--- src/rtl/core/pbsd_div_cell.sv ---
// ----------------------------------------------------------------------------
// pbsd_div_cell
// One restoring division step: yields one quotient bit per cycle while i_en is high.
// ----------------------------------------------------------------------------
module pbsd_div_cell #(
    parameter int W     = 8,
    parameter int QW    = 4,
    parameter bit FIRST = 1'b0
) (
    input  logic          i_clk,
    input  logic          i_en,
    input  logic [W-1:0]  i_rem,
    input  logic [W-1:0]  i_den,
    input  logic [QW-1:0] i_q,
    output logic [W-1:0]  o_rem,
    output logic [W-1:0]  o_den,
    output logic [QW-1:0] o_q
);

    logic [W:0]    w_t;
    logic [W:0]    w_diff;
    logic          w_ge;
    logic [W-1:0]  r_rem;
    logic [W-1:0]  r_den;
    logic [QW-1:0] r_q;

    always_comb begin
        w_t    = FIRST ? {1'b0, i_rem} : {i_rem, 1'b0};
        w_ge   = (w_t >= {1'b0, i_den});
        w_diff = w_t - {1'b0, i_den};
    end

    always_ff @(posedge i_clk) begin
        if (i_en) begin
            r_rem <= w_ge ? w_diff[W-1:0] : w_t[W-1:0];
            r_den <= i_den;
            r_q   <= {i_q[QW-2:0], w_ge};
        end
    end

    assign o_rem = r_rem;
    assign o_den = r_den;
    assign o_q   = r_q;

endmodule

--- config.mk ---
export PLATFORM = sky130hd
export DESIGN_NAME = pbsd_div_cell
export DESIGN_NICKNAME = d
export VERILOG_FILES = /design/src/rtl/core/pbsd_div_cell.sv
export SDC_FILE = /design/constraint.sdc
export NUM_CORES = 1
export LEC_CHECK = 0
export BUFFER_PORTS_ARGS = -buffer_cell sky130_fd_sc_hd__buf_4
export CORE_MARGIN = 2
export CORE_UTILIZATION = 47
export CTS_CLUSTER_SIZE = 16
export DETAILED_ROUTE_END_ITERATION = 10
export GPL_ROUTABILITY_DRIVEN = 1
export HOLD_SLACK_MARGIN = 0.06
export PLACE_DENSITY = 0.77
export RECOVER_POWER = 100
export SETUP_SLACK_MARGIN = 0.5
export SLEW_MARGIN = 20
export SYNTH_ARGS = -nofsm -noshare
export SYNTH_HDL_FRONTEND = slang
export SYNTH_SLANG_ARGS = --single-unit
--- constraint.sdc ---
create_clock -name i_clk -period 3.2 [get_ports i_clk]
set_input_delay 0.8 -clock i_clk [delete_from_list [all_inputs] [get_ports i_clk]]
set_output_delay 0.8 -clock i_clk [all_outputs]
set_load 0.005 [all_outputs]
==> flow_summary_export.csv <==
group,metric,value,unit
yosys,ys_ff_latch,20,
cells_and_area,fin_util,64.6,%
min_path,hp-class,"in2reg",
grt,antenna_found_initial,0,
clock_tree,cts_tree,"done",
drt,wire_per_inst,12.9,µm
power,vdd_ir_drop_max,215,µV
clock_tree,cts_hold_buf,0,
timing,period_minus_slack,2.77,ns
setup_path,crit_arrival,2.82,ns
yosys,seq_area_frac_synth,55.0,%
cells_and_area,drive_above_1_share,34.9,%
floorplan,io_pins,42,
drt,wl,2030,µm
yosys,yosys.area.top_type,"edfxtp_1",
setup_path,cp_slowest_cell,"o211a_1",
timing,worst_pin_slew,1.06,ns
setup_path,critical_path_required,3.26,ns
cells_and_area,nets,162,
setup_path,worst-setup-path-type,"in2reg",
yosys,synth.top_cell.area_share,55.0,%
place,gp_congestion,0.731,
cells_and_area,final_cell_mix,"clkbuf_4, edfxtp_1, inv_1",
clock_tree,htree_levels,1,
place,io_buffers,40,
timing,fmax,0.361,GHz
yosys,ys_warn_count,0,
clock_tree,cts.sinks,20,
yosys,synth_area,1090,µm²
clock_tree,clockRootBuffer,"clkbuf_4",
yosys,ys_types,29,
timing,fin_tns_setup,0,ns
drt,vias,803,
timing,rsz0062_at_grt,"no",
setup_path,crit_fanout,8,
power,pwr_density_cell,420,nW/µm²
timing,finalHoldViolations,0,
grt,grt_pass1_vias,750,
cells_and_area,syn2layout_area_growth,30.9,%
timing,hold_slack,0.697,ns
cells_and_area,multiInputGateArea,434,µm²
drt,via_per_inst,5.11,
floorplan,dieArea,2730,µm²
status,outcome,"finished clean",
clock_tree,numCtsBuffers,3,
yosys,synth_fp_nets,118,
drt,drc,0,
drt,ant_nets,0,
yosys,avgSynthCellArea,12.6,µm²
run,drv_cap,0,
grt,grt_pass1_wl,3280,µm
clock_tree,cts_buffer_depth,2,
timing,fin_crit_sh,86.5,%
grt,grt_max_degree,21,
timing,setup_viol,0,
cells_and_area,nFillCells,189,
setup_path,cpPeakStageDelay,0.38,ns
floorplan,rows,17,
floorplan,initial_core_util,49.4,%
grt,grt_usage,16.5,%
yosys,synth_area_leaders,"edfxtp_1, ha_1, mux2_2, inv_1, xnor2_1",
floorplan,core,2210,µm²
cells_and_area,area.sequential,601,µm²
grt,grt_overflow,0,
cells_and_area,layout_commonest_cell,"clkbuf_4",
place,hpwl,1590,µm
timing,slew_viol_final,0,
drt,drtPass1Iterations,4,
setup_path,cp-end-kind,"flop",
floorplan,dieHeight,52.2,µm
yosys,syn_inst,87,
clock_tree,clkTransAtPathRegs,0.11,ns
drt,drt_iter0_drc,20,
timing,worst_slew_margin_rel,29.2,%
setup_path,crit_path_start_kind,"input port",
cells_and_area,num_antenna_cells,0,
floorplan,die_w,52.2,µm
power,leakagePower,0.633,nW
setup_path,worstPathCellList,"clkbuf_1 > inv_1 > ha_1 > ha_1 > a21o_1 > a21o_1 > a211oi_1 > o211a_1 > mux2_2",
worst max-delay path: cells and delay by family:
family,cells,cell delay (ns)
AOI/OAI and AO/OA,4,0.94
buffers and inverters,2,0.21
adders and majority gates,2,0.49
muxes,1,0.37
layer usage:
| layer | GRT usage (%) | wire length [µm] | vias up |
|---|---|---|---|
| met5 | 0 | 0 | - |
| met4 | 7.69 | 37 | 0 |
| met3 | 2.00 | 101 | 4 |
| met2 | 29.7 | 1060 | 27 |
| met1 | 19.5 | 833 | 366 |
| li1 | - | - | 406 |
cell families after synthesis:
kind of cell | synth area share (%)
compound gates | 11.9
xor+xnor | 2.41
flops | 55.0
mux | 6.07
simple gates | 8.36
buf+inv | 5.27
fa+ha+maj | 11.0
final timing paths:
| kind | slack [ns] | from | end | cells after the start |
|---|---|---|---|---|
| min | 0.70 | i_q[0] | o_q[1] | 1 |
| max | 0.43 | i_den[1] | o_rem[4] | 9 |
power by group:
| group | switching [mW] | internal [mW] |
|---|---|---|
| clock network | 0.0731 | 0.0438 |
| registers | 0.00592 | 0.322 |
| logic | 0.0682 | 0.0877 |
| total | 0.147 | 0.454 |
registers in the layout, summed over array words and instances, names as in the netlist:
name,flops
o_den,8
o_q,4
o_rem,8
through the flow:
stage	total power [mW]	area (µm²)	instances	worst slack, ns
after floorplan	0.417	1090	87	0.525
after global placement	0.490	1420	153	0.186
after detailed placement	0.496	1420	153	0.187
after CTS	0.612	1440	156	0.552
after global routing	0.632	1430	157	0.347
final	0.601	1430	157	0.433
synthesized netlist by cell type:
library cell	count
edfxtp_1	20
inv_1	12
ha_1	8
mux2_2	5
nor2_1	4
o21ai_0	4
a21o_1	3
nor2b_1	3
xnor2_1	3
a21oi_1	2
nand2_1	2
nor3_1	2
o21a_1	2
o31a_1	2
a211oi_1	1
a311o_1	1
a31oi_1	1
and2_1	1
and3_1	1
buf_4	1
clkbuf_2	1
fa_1	1
mux2i_1	1
nand4_1	1
nor3b_1	1
nor4_1	1
o2111a_1	1
o211a_1	1
or4_1	1
area by class of cell:
type,instances,area share (%)
tap,28,2.45
timing repair buffer,41,20.5
clock buffer,3,1.57
inverter,12,3.15
multi-input combinational,53,30.4
sequential,20,42.0
timing repair:
action                                  CTS  global route
gates resized for setup                   1             0
endpoints found under the setup margin    5             4
setup buffers                             0             1
cloned                                    0             0
pin swaps                                 0             1
Power figures use the tool's default switching activity.
