$ cat src/rtl/core/pbsd_sqrt_cell.sv
// ----------------------------------------------------------------------------
// pbsd_sqrt_cell
// One digit-by-digit square root step: yields one root bit per cycle while i_en is high.
// ----------------------------------------------------------------------------
module pbsd_sqrt_cell #(
    parameter int RW = 8,
    parameter int SW = 16
) (
    input  logic          i_clk,
    input  logic          i_en,
    input  logic [RW+1:0] i_rem,
    input  logic [RW-1:0] i_root,
    input  logic [SW-1:0] i_rad,
    output logic [RW+1:0] o_rem,
    output logic [RW-1:0] o_root,
    output logic [SW-1:0] o_rad
);

    logic [RW+1:0] w_sh;
    logic [RW+1:0] w_trial;
    logic          w_ge;
    logic [RW+1:0] r_rem;
    logic [RW-1:0] r_root;
    logic [SW-1:0] r_rad;

    always_comb begin
        w_sh    = {i_rem[RW-1:0], i_rad[SW-1:SW-2]};
        w_trial = {i_root, 2'b01};
        w_ge    = (w_sh >= w_trial);
    end

    always_ff @(posedge i_clk) begin
        if (i_en) begin
            r_rem  <= w_ge ? (w_sh - w_trial) : w_sh;
            r_root <= {i_root[RW-2:0], w_ge};
            r_rad  <= {i_rad[SW-3:0], 2'b00};
        end
    end

    assign o_rem  = r_rem;
    assign o_root = r_root;
    assign o_rad  = r_rad;

endmodule

$ cat config.mk
export PLATFORM = sky130hd
export DESIGN_NAME = pbsd_sqrt_cell
export DESIGN_NICKNAME = d
export VERILOG_FILES = /design/src/rtl/core/pbsd_sqrt_cell.sv
export SDC_FILE = /design/constraint.sdc
export NUM_CORES = 1
export LEC_CHECK = 0
export BUFFER_PORTS_ARGS = -buffer_cell sky130_fd_sc_hd__buf_2
export CAP_MARGIN = 40
export CORE_MARGIN = 8
export CORE_UTILIZATION = 47
export CTS_CLUSTER_DIAMETER = 60
export DETAILED_ROUTE_END_ITERATION = 7
export GPL_ROUTABILITY_DRIVEN = 0
export MAX_ROUTING_LAYER = met4
export PLACE_DENSITY = 0.86
export SYNTH_ARGS = -nofsm -noshare
export SYNTH_HDL_FRONTEND = slang
export SYNTH_SLANG_ARGS = --single-unit
$ cat constraint.sdc
create_clock -name i_clk -period 2.5 [get_ports i_clk]
set_input_delay 0.25 -clock i_clk [delete_from_list [all_inputs] [get_ports i_clk]]
set_output_delay 0.25 -clock i_clk [all_outputs]
set_load 0.05 [all_outputs]
==> results of run 1 <==
==> cells by family (layout without fill, tap and decap cells) <==
logic type	count (synthesis)	after routing	share of synthesized area, %
DFF	32	32	60.5
muxes	10	10	6.93
xor gates and xnor gates	6	6	3.31
and+or+nand+nor	16	16	5.36
buffers and inverters	16	86	4.73
other	1	2	0.236
AOI/OAI and AO/OA	20	20	11.0
adders and majority gates	10	10	7.88
==> registers in the layout, indices dropped and copies added, names as in the netlist <==
name    flops
o_root      8
o_rem      10
o_rad      14
==> layer usage <==
layer | vias to the layer above | global-route usage [%] | routed length, um
li1 | 556 | - | -
met1 | 508 | 14.0 | 1410
met2 | 59 | 19.5 | 1440
met3 | 9 | 4.72 | 384
met4 | 0 | 5.99 | 61
met5 | - | - | 0
==> area by class of cell <==
type / instances / area share, %
flip-flops and latches: 32 / 47.5
multi-input cells: 64 / 27.4
repair buffers: 65 / 16.1
well taps: 46 / 2.84
inverters: 13 / 2.41
clock buffers: 6 / 2.04
clock inverters: 2 / 1.73
==> power breakdown <==
group / leakage (uW) / total [uW] / internal [uW] / switching, uW
logic: 0.000581 / 445 / 132 / 313
registers: 0.000313 / 666 / 655 / 11.6
clock network: 0.0000422 / 381 / 209 / 172
total: 0.000937 / 1490 / 996 / 497
==> cells in the final DEF, fill, tap and decap left out, types with 3 or more instances in the layout <==
master / count
clkbuf_4: 5
ha_1: 10
inv_1: 13
mux2_2: 3
xnor2_1: 5
nor2_1: 6
buf_2: 65
edfxtp_1: 32
mux2_1: 5
==> Yosys cell counts (all sizes together) <==
library cell / count
o22ai: 1
and3: 2
nand2: 1
mux2i: 2
buf: 3
o21bai: 1
or3: 1
nand3: 1
o22a: 1
a41o: 1
o211ai: 2
o21a: 4
or2: 1
inv: 13
xnor2: 5
a211o: 2
o221ai: 1
a31oi: 1
a2111oi: 1
edfxtp: 32
conb: 1
ha: 10
xor2: 1
mux2: 8
a21oi: 2
a221o: 1
nor2b: 1
a21o: 2
or4: 1
nor3: 2
nor2: 6
==> worst paths after layout <==
check / to / slack [ns]
worst min-delay path: o_rad[13]$_DFFE_PP_ / 0.09
worst max-delay path: o_rem[7]$_DFFE_PP_ / 0.63
==> through the flow <==
| step | instances | hold slack, ns | area, sq um | total power, uW | utilization [%] |
|---|---|---|---|---|---|
| floorplan | 112 | 0.349 | 1590 | 1020 | - |
| finish | 228 | 0.0933 | 2020 | 1490 | 61.6 |
| CTS | 228 | 0.0799 | 2020 | 1510 | 61.6 |
| global route | 228 | 0.0731 | 2020 | 1560 | 61.6 |
| detailed placement | 220 | 0.429 | 1950 | 1130 | 59.3 |
| global placement | 220 | 0.429 | 1950 | 1120 | 59.3 |
==> results.py, run 1 <==
metrics = {
    "run_status": {
        "status": "completed",
    },
    "final_layout": {
        "area_delta_synth_final_pct": 27.5,
        "fin_nets": 227,
        "diodes": 0,
        "multiInputGateArea_sq_um": 556,
        "seq_area_sq_um": 961,
        "drive_gt1_share_pct": 44.5,
        "fillers": 277,
    },
    "clock_network": {
        "cts_max_level": 2,
        "tritoncts": "done",
        "cts.sink_count": 32,
        "clock_path_buffers": 2,
        "cts_setup_buffers": 0,
        "root_buffer": "clkbuf_4",
        "numCtsBuffers": 5,
        "ctsResizeCount": 0,
        "clkTransAtPathRegs_ns": 0.10,
        "holdBufCountCts": 0,
    },
    "sta": {
        "period_share_pct": 74.9,
        "slew_headroom_pct": 53.7,
        "hold_viol": 0,
        "period_needed_ns": 1.87,
        "setup_tns_ns": 0,
        "setup_viol": 0,
        "rsz0062_at_grt": "false",
        "worst_pin_slew_ns": 0.694,
        "fmax_mhz": 534,
        "slew_violations": 0,
        "layout_setup_ws_ns": 0.629,
    },
    "flow_run": {
        "drv_cap": 0,
    },
    "floorplanning": {
        "num_rows": 21,
        "die_area_sq_um": 5490,
        "start_util_pct": 48.3,
        "boundaryPins": 70,
        "die_h_um": 74.1,
        "core_area_sq_um": 3280,
        "die_w_um": 74.1,
    },
    "synth": {
        "yosysTopAreaCellShare_pct": 60.5,
        "syn_area_per_cell_sq_um": 14.3,
        "synth_top_area_cell": "edfxtp_1",
        "synth_cell_types": 35,
        "synthTopCellsByArea": "edfxtp_1 (61%), ha_1 (7.9%), mux2_1 (3.5%)",
        "ys_seq_elements": 32,
        "yosysWarningCount": 0,
        "syn_inst": 111,
        "seq_area_frac_synth_pct": 60.5,
        "synthesis.area_sq_um": 1590,
    },
    "worst_hold_path": {
        "hold_path_class": "in -> reg",
        "hold_start": "i_rad[11]",
        "hold_depth": 1,
    },
    "setup_path": {
        "cp.required_ns": 2.60,
        "end_kind": "flip-flop",
        "cp_cell_sequence": "buf_2, ha_1, nor2b_1, o21a_2, o221ai_2, o21a_2, mux2_2",
        "cp_slowest_stage_delay_ns": 0.37,
        "crit_family": "compound AO/OA/AOI/OAI gates",
        "arrival_ns": 1.97,
        "path_buf_inv": 1,
        "path_depth": 7,
        "critPathLaunch": "i_rem[0]",
        "worstSetupPathType": "in -> reg",
        "crit_fanout": 11,
        "cpMostUsedCell": "o21a_2",
        "crit_slowest_cell": "mux2_2",
        "startpoint_type": "primary input",
    },
    "detailed_routing": {
        "drc": 0,
        "dr.pass1.iters": 4,
        "wl_mm": 3.30,
        "vias": 1132,
        "wl_per_cell_um": 14.5,
        "drtIter0Drc": 53,
        "vias_per_cell": 4.96,
        "drtAntennaViolNets": 0,
    },
    "global_routing": {
        "grt_pass1_wl_mm": 5.08,
        "grt.total_usage_pct": 12.6,
        "grt_max_degree": 33,
        "grt_overflow": 0,
        "antenna_found_initial": 0,
        "grt_pass1_vias": 1119,
    },
    "placement": {
        "port_buffers": 65,
        "hpwl_mm": 2.60,
        "dpl_worst_slack_ns": 0.243,
    },
    "power": {
        "power_density_nw_per_um2": 737,
        "max-vdd-ir-drop_v": 0.000352,
        "leakage_uw": 0.000937,
    },
}
Note: power is estimated with default switching activity, not from simulation.
==> run 2: changes to the inputs <==
--- a/config.mk
+++ b/config.mk
@@ -8,12 +8,12 @@
 export BUFFER_PORTS_ARGS = -buffer_cell sky130_fd_sc_hd__buf_2
 export CAP_MARGIN = 40
 export CORE_MARGIN = 8
-export CORE_UTILIZATION = 47
+export CORE_UTILIZATION = 42
 export CTS_CLUSTER_DIAMETER = 60
 export DETAILED_ROUTE_END_ITERATION = 7
 export GPL_ROUTABILITY_DRIVEN = 0
 export MAX_ROUTING_LAYER = met4
-export PLACE_DENSITY = 0.86
+export PLACE_DENSITY = 0.81
 export SYNTH_ARGS = -nofsm -noshare
 export SYNTH_HDL_FRONTEND = slang
 export SYNTH_SLANG_ARGS = --single-unit
==> constraint.sdc (replaced) <==
create_clock -name i_clk -period 1.56 [get_ports i_clk]
set_input_delay 0.156 -clock i_clk [delete_from_list [all_inputs] [get_ports i_clk]]
set_output_delay 0.156 -clock i_clk [all_outputs]
set_load 0.05 [all_outputs]
==> run 2 against run 1 <==
Against the previous run: the run now ends with setup timing left; die area rose by 9.3%; worst hold slack got worse by 0.042 ns; first-iteration DRC count rose by 47%; highest routed layer unchanged.
==> results.py, run 2 (same netlist as run 1, synthesis figures left out) <==
metrics = {
    "sta": {
        "fmax_mhz": 587,
        "period_needed_ns": 1.70,
        "setup_viol": 10,
        "slew_violations": 0,
        "timing.hold.ws_ns": 0.0511,
        "period_share_pct": 109,
        "hold_viol": 0,
        "setup_tns_ns": -1.09,
        "rsz0062_at_grt": "true",
        "layout_setup_ws_ns": -0.143,
    },
    "setup_path": {
        "end_kind": "flip-flop",
        "cp_slowest_stage_delay_ns": 0.30,
        "crit_family": "compound AO/OA/AOI/OAI gates",
        "crit_fanout": 9,
        "worstSetupPathType": "in -> reg",
        "startpoint_type": "primary input",
        "crit_slowest_cell": "mux2_4",
        "arrival_ns": 1.72,
        "path_buf_inv": 2,
        "cpMostUsedCell": "a21o_1",
        "cp.required_ns": 1.58,
        "cp_cell_sequence": "buf_8, ha_4, a21o_1, a21o_1, nor3_2, o21a_2, buf_12, mux2_4",
    },
    "floorplanning": {
        "core_area_sq_um": 3660,
        "start_util_pct": 43.4,
        "boundaryPins": 70,
        "die_h_um": 77.5,
        "die_w_um": 77.5,
        "die_area_sq_um": 6000,
        "num_rows": 22,
    },
    "detailed_routing": {
        "drtAntennaViolNets": 0,
        "wl_mm": 4.20,
        "dr.pass1.iters": 4,
        "drtIter0Drc": 78,
        "vias_per_cell": 4.85,
        "wl_per_cell_um": 16.2,
        "drc": 0,
        "vias": 1255,
    },
    "power": {
        "total_power_uw": 2570,
        "max-vdd-ir-drop_v": 0.000363,
        "leakage_uw": 0.00113,
        "power_density_nw_per_um2": 1050,
    },
    "global_routing": {
        "grt_max_degree": 33,
        "grt_pass1_vias": 1333,
        "grt_overflow": 0,
        "grt_pass1_wl_mm": 6.44,
        "grt.total_usage_pct": 14.2,
        "antenna_found_initial": 0,
    },
    "final_layout": {
        "multiInputGateArea_sq_um": 673,
        "seq_area_sq_um": 961,
        "diodes": 0,
        "mostFrequentLayoutCell": "buf_2",
        "fillers": 254,
        "largest_register_ffs": 14,
        "fin_cells": 259,
        "area_delta_synth_final_pct": 53.6,
        "fin_nets": 257,
        "drive_gt1_share_pct": 60.7,
        "final_cell_mix": "buf_2 (59), edfxtp_1 (32), buf_4 (27)",
    },
    "placement": {
        "hpwl_mm": 3.03,
        "placed_cells": 248,
        "port_buffers": 65,
        "dpl_worst_slack_ns": -0.421,
    },
    "clock_network": {
        "holdBufCountCts": 0,
        "tritoncts": "done",
        "cts_max_level": 2,
        "root_buffer": "clkbuf_8",
        "cts.sink_count": 32,
        "clkTransAtPathRegs_ns": 0.06,
        "clock_path_buffers": 2,
        "numCtsBuffers": 5,
    },
    "flow_run": {
        "drv_cap": 0,
    },
    "run_status": {
        "violations": "setup timing",
        "status": "complete, but fails checks",
    },
    "worst_hold_path": {
        "hold_path_class": "in -> reg",
    },
}
## run 2: cell count changes in the layout (fill, tap and decap cells not counted), moves of 6 or more
cell    previous run  this run
ha_4               0         6
mux2_4             0         8
buf_6              0         6
buf_2             65        59
buf_4              0        27
ha_1              10         3
## run 2: layout make-up
type / instances / share of cell area (%)
Clock inverter: 1 / 0.205
Clock buffer: 6 / 2.98
Multi-Input combinational cell: 64 / 27.6
Timing Repair Buffer: 95 / 25.2
Tap cell: 48 / 2.46
Sequential cell: 32 / 39.4
Inverter: 13 / 2.10
## run 2: where the power goes
group | switching (uW) | total, uW | internal, uW
Sequential | 17.8 | 1070 | 1050
Clock | 268 | 570 | 302
Combinational | 564 | 927 | 363
## run 2: worst paths after layout
check / start / end / slack (ns) / cells past startpoint
worst min-delay path: i_root[0] / o_root[1]$_DFFE_PP_ / 0.05 / 1
worst max-delay path: i_rem[4] / o_rem[5]$_DFFE_PP_ / -0.14 / 8
## run 2: per-stage QoR
step	utilization [%]	instance area [sq um]
2_1_floorplan	-	1660
3_3_place_gp	60.8	2230
3_5_place_dp	60.8	2230
4_1_cts	65.9	2410
5_1_grt	66.6	2440
6_report	66.6	2440
## run 2: what timing repair did
action                                  4_1_cts  5_1_grt
endpoints found under the setup margin       10       10
setup buffers                                 4        0
pin swaps                                     7        5
resized for setup                            15        7
## run 2: metal layers
metal  GRT usage, %  share of wire (%)
met1           11.9                 35
met2           26.1                 55
met3           5.88                7.8
met4           7.17                2.4
met5              -                  0
